## config.mk

```make
export PLATFORM = sky130hd
export DESIGN_NAME = osc_div
export DESIGN_NICKNAME = d
export VERILOG_FILES = /design/src/hw/rtl/optimum_size_search_controller_core_macros.svh /design/src/hw/rtl/osc_pkg.sv /design/src/hw/rtl/osc_div.sv
export SDC_FILE = /design/constraint.sdc
export NUM_CORES = 1
export LEC_CHECK = 0
export ABC_AREA = 1
export BUFFER_PORTS_ARGS = -buffer_cell sky130_fd_sc_hd__buf_4
export CAP_MARGIN = 0
export CORE_MARGIN = 2
export CORE_UTILIZATION = 52
export CTS_CLUSTER_SIZE = 8
export DETAILED_ROUTE_END_ITERATION = 16
export HOLD_SLACK_MARGIN = 0.06
export PLACE_DENSITY = 0.78
export RECOVER_POWER = 50
export SLEW_MARGIN = 20
export SYNTH_ARGS = -nofsm -noshare
export SYNTH_HDL_FRONTEND = slang
export SYNTH_SLANG_ARGS = --single-unit
```

## constraint.sdc

```tcl
create_clock -name i_clk -period 4.6 [get_ports i_clk]
set_clock_uncertainty 0.1 [all_clocks]
set_input_delay 0.92 -clock i_clk [delete_from_list [all_inputs] [get_ports i_clk]]
set_output_delay 0.92 -clock i_clk [all_outputs]
set_load 0.01 [all_outputs]
```

## src/hw/rtl/optimum_size_search_controller_core_macros.svh

```systemverilog
// Assertion macros shared by the optimum size search controller RTL.
`ifndef OPTIMUM_SIZE_SEARCH_CONTROLLER_CORE_MACROS_SVH
`define OPTIMUM_SIZE_SEARCH_CONTROLLER_CORE_MACROS_SVH

// Same-cycle implication, disabled while reset is low.
`define OSC_ASSERT_IMP(lbl, clk, rst_n, ante, cons) \
    lbl: assert property (@(posedge clk) disable iff (!rst_n) (ante) |-> (cons)) \
        else $error("osc assertion failed");

// Next-cycle implication, disabled while reset is low.
`define OSC_ASSERT_NXT(lbl, clk, rst_n, ante, cons) \
    lbl: assert property (@(posedge clk) disable iff (!rst_n) (ante) |=> (cons)) \
        else $error("osc assertion failed");

`endif

```

## src/hw/rtl/osc_pkg.sv

```systemverilog
// Shared types and constants of the optimum size search controller.
`default_nettype none
package osc_pkg;
    localparam int COST_BITS     = 48;
    localparam int SUM_BITS      = 52;
    localparam int DIV_BITS      = 52;
    localparam int REM_BITS      = 40;
    localparam int ALLOC_BITS    = 40;
    localparam int STEP_BITS     = 6;
    localparam int FACTOR_BITS   = 16;
    localparam int TOL_BITS      = 16;
    localparam int CNT_BITS      = 4;
    localparam int CFG_BITS      = 24;
    localparam int CFG_IDX_BITS  = 2;

    localparam logic [FACTOR_BITS-1:0] FACTOR_START = 16'd8192;
    localparam logic [FACTOR_BITS-1:0] FACTOR_MAX   = 16'hFFFF;

    // Register indexes of the configuration port.
    localparam logic [CFG_IDX_BITS-1:0] CFG_TOLERANCE = 2'd0;
    localparam logic [CFG_IDX_BITS-1:0] CFG_REFINE    = 2'd1;
    localparam logic [CFG_IDX_BITS-1:0] CFG_WINDOW    = 2'd2;
    localparam logic [CFG_IDX_BITS-1:0] CFG_INIT_SIZE = 2'd3;

    // Search phases.
    localparam logic [1:0] PH_START = 2'd0;
    localparam logic [1:0] PH_FAST  = 2'd1;
    localparam logic [1:0] PH_LOW   = 2'd2;
    localparam logic [1:0] PH_HIGH  = 2'd3;

    // Point slots.
    localparam int PT_LAST  = 0;
    localparam int PT_LAST2 = 1;
    localparam int PT_MID   = 2;
    localparam int PT_BOT   = 3;
    localparam int PT_TOP   = 4;
    localparam int PT_NUM   = 5;

    typedef struct packed {
        logic                 start;
        logic [STEP_BITS-1:0] steps;
    } t_div_cmd;
endpackage
`default_nettype wire

```

## src/hw/rtl/osc_div.sv

```systemverilog
// Shared restoring divider, one quotient bit per cycle.
`default_nettype none
module osc_div (
    input  logic                        i_clk,
    input  logic                        i_rst_n,
    input  osc_pkg::t_div_cmd           i_cmd,
    input  logic [osc_pkg::DIV_BITS-1:0] i_dividend,
    input  logic [osc_pkg::REM_BITS-1:0] i_rem_init,
    input  logic [osc_pkg::REM_BITS-1:0] i_divisor,
    output logic                        o_done,
    output logic [osc_pkg::DIV_BITS-1:0] o_quot
);
    import osc_pkg::*;

    logic                 r_busy;
    logic                 r_done;
    logic [STEP_BITS-1:0] r_cnt;
    logic [DIV_BITS-1:0]  r_dvd;
    logic [DIV_BITS-1:0]  r_quot;
    logic [REM_BITS-1:0]  r_rem;
    logic [REM_BITS-1:0]  r_dsr;
    logic [REM_BITS:0]    trial;
    logic [REM_BITS:0]    diff;
    logic                 ge;

    // Shift in the next dividend bit and try a subtract.
    assign trial = {r_rem, r_dvd[DIV_BITS-1]};
    assign diff  = trial - {1'b0, r_dsr};
    assign ge    = (trial >= {1'b0, r_dsr});

    // Control: count the steps and flag the last one.
    always_ff @(posedge i_clk) begin
        if (!i_rst_n) begin
            r_busy <= 1'b0;
            r_done <= 1'b0;
            r_cnt  <= '0;
        end else begin
            r_done <= 1'b0;
            if (i_cmd.start) begin
                r_busy <= 1'b1;
                r_cnt  <= i_cmd.steps;
            end else if (r_busy) begin
                r_cnt <= r_cnt - 1'b1;
                if (r_cnt == STEP_BITS'(1)) begin
                    r_busy <= 1'b0;
                    r_done <= 1'b1;
                end
            end
        end
    end

    // Datapath: load operands, then one quotient bit per cycle.
    always_ff @(posedge i_clk) begin
        if (i_cmd.start) begin
            r_dvd  <= i_dividend;
            r_rem  <= i_rem_init;
            r_dsr  <= i_divisor;
            r_quot <= '0;
        end else if (r_busy) begin
            r_dvd  <= {r_dvd[DIV_BITS-2:0], 1'b0};
            r_rem  <= ge ? diff[REM_BITS-1:0] : trial[REM_BITS-1:0];
            r_quot <= {r_quot[DIV_BITS-2:0], ge};
        end
    end

    assign o_done = r_done;
    assign o_quot = r_quot;
endmodule
`default_nettype wire

```

==> impl_metrics.toml, run 1 <==
[hold_path]
hold_end = "o_quot[19]"
min-delay-start = "o_quot[19]"
holdCritPathClass = "reg -> reg"
worstHoldPathCells = 2

[layout]
antenna_cells = 0
n_fill_cell = 1952
stdcell_count = 1947
post-route-util_pct = 62.6
drive_gt1_share_pct = 12.0
final_area_mm2 = 0.0132
finalNetCount = 1843
area_growth_syn_to_layout_pct = 18.3

[die]
die_h_um = 150
fp.dieArea_mm2 = 0.0226
pin_count = 194
start_util_pct = 52.9
die_w_um = 150
core_region_area_mm2 = 0.0210
rows = 53

[power_and_ir_drop]
p_per_area_mw_per_mm2 = 420
total_power_mw = 5.53
vdd_ir_drop_max_mv = 0.233
p_leak_nw = 6.45

[synth]
synth_top_cell_by_area = "edfxtp_1"
synth_cell_types = 38
synth_top_area_share_pct = 35.7
synth.avg_cell_area_um2 = 7.49
synth-seq-cells = 192
yosysWarnings = 0
yosysSeqAreaShare_pct = 46.5
syn_nets = 1668
synth.cell_area_mm2 = 0.0111
ys_top_cells_by_area = "edfxtp_1 36%, nand2_1 20%, dfxtp_1 11%, inv_1 8.4%, ha_1 4.7%"
synthCells = 1484

[clocking]
root_buffer = "clkbuf_16"
clk_pin_slew_ps = 80
cts_tree = "built"
cts-htree-levels = 4
clock_sinks = 192
post_cts_resized = 0
post_cts.repair.setup_buffers = 0
cts_buffers = 17
holdBufCountCts = 0
clk_path_buf_depth = 2
clk_latency_ps = 440

[sta]
slew_viol_final = 94
period_share_pct = 75.7
setup_violations = 0
setup_slack_ps = 1120
tns_ps = 0
hold_viol = 0
rsz0062_at_grt = "false"
fin_hold_ws_ps = 393
fin_crit_ps = 3480
worst_pin_slew_ps = 1930
max_slew_margin_pct = -28.4
clock.fmax_ghz = 0.287

[drt]
drt_pass1_iterations = 5
drtAntennaViolNets = 0
routed_via_density = 5.04
route.met2.wl_um = 13400
vias = 9809
wl_met1_um = 12500
drc = 0
met3WireLength_um = 2140
wl_um = 28400
wl_per_cell_um = 14.6
top_layer = "met4"
drt_first_iter_violations = 563

[global_routing]
grt_pass1_wl_um = 46200
grt_usage_pct = 26.0
overflow = 0
grt_max_degree = 102
grt_pass1_vias = 9421
antenna_found_initial = 0

[worst_setup_path]
cp-end-kind = "register"
worst_ep_required_time_ps = 4680
worst_setup_path_start_kind = "primary input"
arrival_ps = 3560
crit_fanout = 93
reg2regPathDepth = 12
reg2reg_slack_ps = 1420
crit_type = "in -> reg"
r2r_end = "r_rem[2]"
r2r_start = "r_rem[4]"

[flow_run]
cap_violations = 1

[placed_design]
post-place-ws_ps = 1310
placed_cell_area_mm2 = 0.0127
dp_cells = 1915
place_congestion = 0.935
io_buffers = 193
place_hpwl_um = 21200

[status]
status = "finished, violations left"
violations = "capacitance limit, slew limit"
synthesized netlist by cell type:
| master | count |
|---|---|
| and2_1 | 5 |
| nand2_2 | 3 |
| ha_1 | 42 |
| nand4_1 | 4 |
| nor2_1 | 73 |
| inv_1 | 249 |
| a21boi_0 | 1 |
| or2_2 | 1 |
| nand2_1 | 591 |
| buf_4 | 3 |
| o21ai_0 | 14 |
| clkinv_1 | 9 |
| edfxtp_1 | 132 |
| fa_1 | 1 |
| inv_2 | 5 |
| a21boi_2 | 1 |
| a21o_1 | 2 |
| clkbuf_1 | 26 |
| nor2_2 | 7 |
| nand2_4 | 1 |
| xnor2_1 | 20 |
| nand3_1 | 84 |
| o21ai_1 | 2 |
| buf_2 | 11 |
| xor2_1 | 1 |
| dfxtp_1 | 60 |
| nor2_4 | 2 |
| nor3_1 | 5 |
| nand3_2 | 2 |
| a21oi_2 | 1 |
| o21bai_1 | 2 |
| buf_6 | 3 |
| a31oi_1 | 4 |
| a21oi_1 | 28 |
| a2bb2oi_1 | 1 |
| nand3b_1 | 37 |
| buf_1 | 1 |
| o22ai_1 | 50 |
where the power goes:
group	switching [mW]	total (mW)	internal, mW
combinational	1.18	1.86	0.684
sequential	0.0728	2.13	2.06
clock	0.783	1.53	0.746
cell families (layout without fill, tap and decap cells):
kind of cell	count (synthesis)	in the layout	share of synthesized area (%)
flops	192	192	46.5
xor+xnor	21	21	1.66
fa+ha+maj	43	43	4.91
simple gates	815	815	30.5
compound gates	106	106	5.62
buf+inv	307	495	10.8
worst max-delay path, stage by stage:
cell and delay, ps:
clkbuf_1 200, buf_4 610, inv_1 140, clkbuf_2 1030, nand2_1 470, nand2_1 80
placed cells by master (no fill, tap or decap), types with 3 or more instances in the layout:
master     netlist  final
o21ai_0         14     14
buf_4            3    105
clkbuf_1        26     55
clkbuf_16        0     17
dfxtp_1         60     60
nand3b_1        37     37
nor2_1          73     73
inv_1          249    249
inv_8            0      3
and2_1           5      5
nor3_1           5      5
inv_2            5      5
a31oi_1          4      4
nand3_1         84     84
nand4_1          4      4
nor2_2           7      7
inv_6            0      5
o22ai_1         50     50
clkinv_8         0      4
edfxtp_1       132    132
a21oi_1         28     28
clkbuf_4         0     40
xnor2_1         20     20
nand2_1        591    591
clkinv_1         9      8
ha_1            42     42
nand2_2          3      3
layout make-up:
cell class,instances,area [um^2],area share (%)
Tap cell,275,344,2.62
Inverter,263,992,7.55
Sequential cell,192,5160,39.3
Timing Repair Buffer,200,1300,9.86
Multi-Input combinational cell,985,4750,36.1
Clock inverter,14,175,1.33
Clock buffer,18,429,3.26
registers in the layout, indices dropped and copies added, names as in the netlist:
name,cells
r_busy,1
r_cnt,6
o_done,1
r_dvd,52
r_rem,40
o_quot,52
r_dsr,40
routing by layer:
layer  up-vias  track usage, %
met4         0            6.79
li1       5007               -
met1      4515            32.8
met2       253            43.7
met5         -               0
met3        34            7.48
worst max-delay path by stage:
stage / from / to / cells past startpoint / slack, ps
global placement: i_cmd[6] / r_dvd[49] / 4 / 1450
CTS: r_rem[4] / r_rem[2] / 12 / 1390
finish: i_cmd[6] / r_dvd[32] / 6 / 1120
floorplan: i_cmd[6] / r_dvd[0] / 4 / 1350
detailed placement: i_cmd[6] / o_quot[1] / 6 / 1310
global route: i_cmd[6] / r_rem[37] / 8 / 810
No activity file was read; power rests on OpenSTA's default activity.
==> inputs of run 2 (changes only) <==
ABC_AREA = 0   (was 1)
CORE_UTILIZATION = 51   (was 52)
PLACE_DENSITY = 0.77   (was 0.78)
clock period = 2.98 ns   (was 4.6 ns; I/O delays follow)
==> impl_metrics.toml, run 2 <==
[status]
violations = "setup timing"
status = "finished, violations left"

[hold_path]
min-delay-start = "i_divisor[39]"
worstHoldPathCells = 1
hold_end = "r_dsr[39]"
holdCritPathClass = "in -> reg"

[clocking]
clock_sinks = 192
cts-htree-levels = 4
cts_buffers = 17
clk_pin_slew_ps = 80
cts_tree = "built"
root_buffer = "clkbuf_16"
holdBufCountCts = 0
clk_path_buf_depth = 2
clk_latency_ps = 440

[drt]
wl_um = 24900
drt_pass1_iterations = 5
routed_via_density = 5.43
wl_per_cell_um = 17.0
drt_first_iter_violations = 425
vias = 7981
drtAntennaViolNets = 0
drc = 0

[synth]
synth-compound-area-share_pct = 12.1
synthCells = 933
ys_top_cells_by_area = "edfxtp_1 40%, dfxtp_1 12%, mux2_2 5.9%, mux2i_1 5.6%, ha_1 5.3%"
synth_xor_area_share_pct = 3.15
synthMuxAreaShare_pct = 11.5
synth_cell_types = 66
async_flop_share_pct = 0
synth.top_cells.by_count = "132 x edfxtp_1, 100 x nor2_1, 75 x nand2_1, 60 x dfxtp_1, 59 x a21oi_1"
synth-edff-count = 132
synthAdderAreaFrac_pct = 5.46
yosysSeqAreaShare_pct = 51.7
yosys_most_used_dff = "edfxtp_1"
syn_nets = 1117
synth_simple_gate_area_share_pct = 12.0
synth-seq-cells = 192
synth_top_area_share_pct = 39.6
yosysWarnings = 0
synth.cell_area_mm2 = 0.0100
synth.avg_cell_area_um2 = 10.7
yosysMostFrequentCell = "edfxtp_1"
synth_top_cell_by_area = "edfxtp_1"
synth_top_family_by_area = "compound AO/OA/AOI/OAI gates"

[die]
die_h_um = 144
core_region_area_mm2 = 0.0193
pin_count = 194
rows = 51
die_w_um = 144
fp.dieArea_mm2 = 0.0207
start_util_pct = 51.7

[flow_run]
cap_violations = 0

[worst_setup_path]
worst_setup_path_start_kind = "register"
slowest_stage = "edfxtp_1"
critPathMaxStageDelay_ps = 390
path_delay_family = "compound AO/OA/AOI/OAI gates"
crit_chain = "inv_1 > ha_2 > inv_2 > fa_2 > a21oi_2 > nor2_2 > buf_4 > o211a_1 > o21a_1 > o21a_1 > o41a_1 > xor2_1 > nand2_1 > a31oi_1"
reg2reg_slack_ps = -100
r2r_start = "r_dvd[51]"
worst_ep_required_time_ps = 3160
reg2regPathDepth = 14
arrival_ps = 3260
cpMostUsedCell = "o21a_1"
cp-end-kind = "register"
crit_type = "reg -> reg"
r2r_end = "r_rem[12]"
path_buf_inv = 3
crit_fanout = 2

[global_routing]
grt_max_degree = 100
grt_pass1_vias = 7992
grt_usage_pct = 23.7
overflow = 0
antenna_found_initial = 1
grt_pass1_wl_um = 38900

[sta]
max_slew_margin_pct = 41.1
slew_viol_final = 0
clock.fmax_ghz = 0.324
fin_crit_ps = 3080
tns_ps = -955
hold_viol = 0
setup_slack_ps = -103
fin_hold_ws_ps = 251
period_share_pct = 103
worst_pin_slew_ps = 884
rsz0062_at_grt = "true"
setup_violations = 17

[layout]
drive_gt1_share_pct = 36.2
n_fill_cell = 1466
antenna_cells = 0
final_common_cell = "buf_4"
layout_common_cells = "236 x buf_4, 132 x edfxtp_1, 99 x nor2_1, 74 x nand2_1, 59 x dfxtp_1"
stdcell_count = 1469
area_growth_syn_to_layout_pct = 33.7
finalNetCount = 1375

[placed_design]
post-place-ws_ps = -253
place_hpwl_um = 17300
place_congestion = 0.880
dp_cells = 1418
io_buffers = 193

[power_and_ir_drop]
p_leak_nw = 5.64
p_per_area_mw_per_mm2 = 689
vdd_ir_drop_max_mv = 0.434
run 2: cell types whose count changed after synthesis, moves of 10 or more:
cell      previous run  this run
inv_1              249        58
mux2_2               0        52
nand3b_1            37         1
nand3_1             84        14
o21ai_0             14        36
mux2i_1              0        56
a21oi_1             28        59
nand2_1            591        75
a31oi_1              4        20
xor2_1               1        11
o22ai_1             50         0
nor2_1              73       100
buf_1                1        14
run 2: metrics by stage:
stage                     power, mW  utilization [%]  area (um^2)
after floorplan                5.31                -        10000
final                          9.21             69.2        13400
after global routing           9.66             69.2        13400
after detailed placement       6.38             63.3        12200
after global placement         6.32             63.3        12200
after CTS                      8.92             67.6        13100
run 2: final cells by class:
| cell class | count | area [um^2] | share of cell area (%) |
|---|---|---|---|
| multi-input combinational | 634 | 4750 | 35.5 |
| timing repair buffer | 288 | 2300 | 17.2 |
| sequential | 192 | 5170 | 38.6 |
| clock buffer | 17 | 425 | 3.18 |
| inverter | 58 | 218 | 1.63 |
| clock inverter | 15 | 185 | 1.38 |
| tap | 265 | 332 | 2.48 |
run 2: cells by family after synthesis:
logic type	count (synthesis)
buffers and inverters	107
adder cells (fa/ha/maj)	43
flip-flops	192
AO/OA/AOI/OAI	185
XOR/XNOR	36
multiplexers	108
AND/OR/NAND/NOR	262
run 2: report_power, final:
group          total (mW)  switching, mW  internal, mW
Clock                2.34           1.20          1.15
Combinational        3.49           1.77          1.72
Sequential           3.38          0.161          3.21
run 2: what timing repair did:
action	in CTS	in global routing
setup endpoints to repair	18	40
pin swaps	25	21
resized for setup	24	46
buffers inserted	9	8
cloned	1	1
run 2: worst max path at each step:
stage	from	endpoint	slack, ps	cells after the start
finish	r_dvd[51]	r_rem[12]	-100	14
floorplan	r_rem[3]	r_rem[18]	70	12
detailed placement	r_dvd[51]	r_rem[34]	-250	13
CTS	r_dvd[51]	r_rem[36]	-80	14
global route	r_dvd[51]	r_rem[36]	-250	14
global placement	r_dvd[51]	r_rem[38]	-140	13
run 2: layer usage:
metal  vias to the layer above  track usage, %  share of wire, %
li1                       3874               -                 -
met1                      3788            29.5                42
met2                       264            38.9                47
met3                        53            8.05               7.6
met4                         2            7.59               2.5
met5                         -               0             0.052
==> inputs of run 3 (changes only) <==
BUFFER_PORTS_ARGS = -buffer_cell sky130_fd_sc_hd__buf_2   (was -buffer_cell sky130_fd_sc_hd__buf_4)
MAX_ROUTING_LAYER = met4   (was unset)
==> impl_metrics.toml, run 3 (synthesis results as in run 2) <==
[power_and_ir_drop]
power.internal_mw = 5.99
clkPwrFrac_pct = 25.3
vdd_ir_drop_max_mv = 0.430
total_power_mw = 9.04
p_leak_nw = 5.50
p_per_area_mw_per_mm2 = 704
p_sw_share_pct = 33.8
p_comb_share_pct = 37.3
switchingPower_mw = 3.05
seqPwrFrac_pct = 37.3

[die]
pin_count = 194
fp.dieArea_mm2 = 0.0207
rows = 51
start_util_pct = 51.7
die_h_um = 144
die_w_um = 144
core_region_area_mm2 = 0.0193

[clocking]
root_buffer = "clkbuf_16"
cts-htree-levels = 4
clock_sinks = 192
cts_tree = "built"
cts_buffers = 17
clk_latency_ps = 440
clk_pin_slew_ps = 80
clk_path_buf_depth = 2

[global_routing]
grt_pass1_wl_um = 38400
overflow = 0
grt_pass1_vias = 7944
grt_usage_pct = 24.2
grt_max_degree = 46
antenna_found_initial = 7

[placed_design]
place_congestion = 0.929
place_hpwl_um = 17400
placed_cell_area_mm2 = 0.0117
io_buffers = 193

[status]
violations = "capacitance limit, slew limit, setup timing"
status = "finished, violations left"

[sta]
hold_viol = 0
rsz0062_at_grt = "true"
fin_crit_ps = 3150
clock.fmax_ghz = 0.317
slew_viol_final = 161
setup_slack_ps = -173
max_slew_margin_pct = -30.8
setup_violations = 17
period_share_pct = 106
worst_pin_slew_ps = 1960

[layout]
n_fill_cell = 1478
finalNetCount = 1378
final_area_mm2 = 0.0128
drive_gt1_share_pct = 35.7
area_growth_syn_to_layout_pct = 28.3
layout_common_cells = "192 x buf_2, 132 x edfxtp_1, 97 x nor2_1, 80 x buf_4, 73 x nand2_1"
final_common_cell = "buf_2"

[flow_run]
cap_violations = 5

[drt]
drc = 0
drtAntennaViolNets = 0
routed_via_density = 5.43
drt_pass1_iterations = 7
vias = 8040
drt_first_iter_violations = 491
wl_per_cell_um = 16.8
wl_um = 24800

[worst_setup_path]
crit_fanout = 3
crit_type = "reg -> reg"
arrival_ps = 3220
worst_ep_required_time_ps = 3050
cp-end-kind = "register"
worst_setup_path_start_kind = "register"

[hold_path]
holdCritPathClass = "in -> reg"
==> run 3: changes by cell type in the layout (fill, tap and decap cells not counted), sizes merged <==
cell	change
buf	+38
clkbuf	-34
clkinv	-4
clkinvlp	+1
diode	+8
inv	+2
==> run 3: final cells by class <==
cell class | count | area [um^2] | share of cell area, %
inverters | 58 | 218 | 1.70
well taps | 265 | 332 | 2.58
flip-flops and latches | 192 | 5160 | 40.3
repair buffers | 291 | 1750 | 13.7
multi-input cells | 634 | 4760 | 37.1
clock inverters | 14 | 159 | 1.24
clock buffers | 18 | 429 | 3.34
diodes | 8 | 20.0 | 0.156
==> run 3: path summary, 6_finish.rpt <==
| path | start | endpoint | slack [ps] | cells after the start |
|---|---|---|---|---|
| setup reg to reg | r_dvd[51] | r_rem[36] | -170 | 13 |
| hold / removal | i_divisor[39] | r_dsr[39] | 230 | 1 |
| setup / recovery | r_dvd[51] | r_rem[36] | -170 | 13 |
| hold reg to reg | o_quot[51] | o_quot[51] | 400 | 2 |
==> run 3: layer usage <==
metal | vias to the layer above | routed length [um] | track usage, %
met5 | - | 0 | -
met4 | 0 | 308 | 5.37
met3 | 36 | 1660 | 6.66
met2 | 274 | 12300 | 40.6
met1 | 3833 | 10600 | 29.5
li1 | 3897 | - | -
==> run 3: repair_timing <==
action                                  in CTS  in global routing
hold buffers                                 0                  0
buffers inserted                            11                 12
resized for setup                           34                 54
hold endpoints to repair                     0                  0
endpoints found under the setup margin      26                 40
pin swaps                                   24                 16
==> run 3: worst max-delay path: stages (launching register included) <==
cell	delay [ps]
edfxtp_1	420
inv_2	90
ha_4	130
inv_2	40
fa_2	350
a21oi_2	210
nor2_2	70
o211ai_1	280
a211oi_2	160
o311ai_4	330
a311oi_2	160
or3_1	340
nand3_1	100
a31oi_1	100
==> run 3: power by group through the flow <==
stage / Clock (mW) / Combinational, mW / Sequential [mW]
6_report: 2.29 / 3.37 / 3.38
5_1_grt: 2.42 / 3.67 / 3.40
4_1_cts: 2.31 / 3.05 / 3.36
3_5_place_dp: 0 / 2.85 / 3.40
3_3_place_gp: 0 / 2.80 / 3.40
2_1_floorplan: 0 / 1.95 / 3.36
==> run 3: stage by stage <==
stage	setup WS (ps)	std cells	hold slack [ps]	utilization, %	TNS (ps)
5_1_grt	-283	1479	213	66.3	-4420
3_5_place_dp	-239	1418	387	60.4	-1370
6_report	-173	1480	229	66.4	-1070
4_1_cts	-112	1461	220	64.8	-295
2_1_floorplan	68.2	933	416	-	0
3_3_place_gp	-69.7	1418	374	60.4	-313
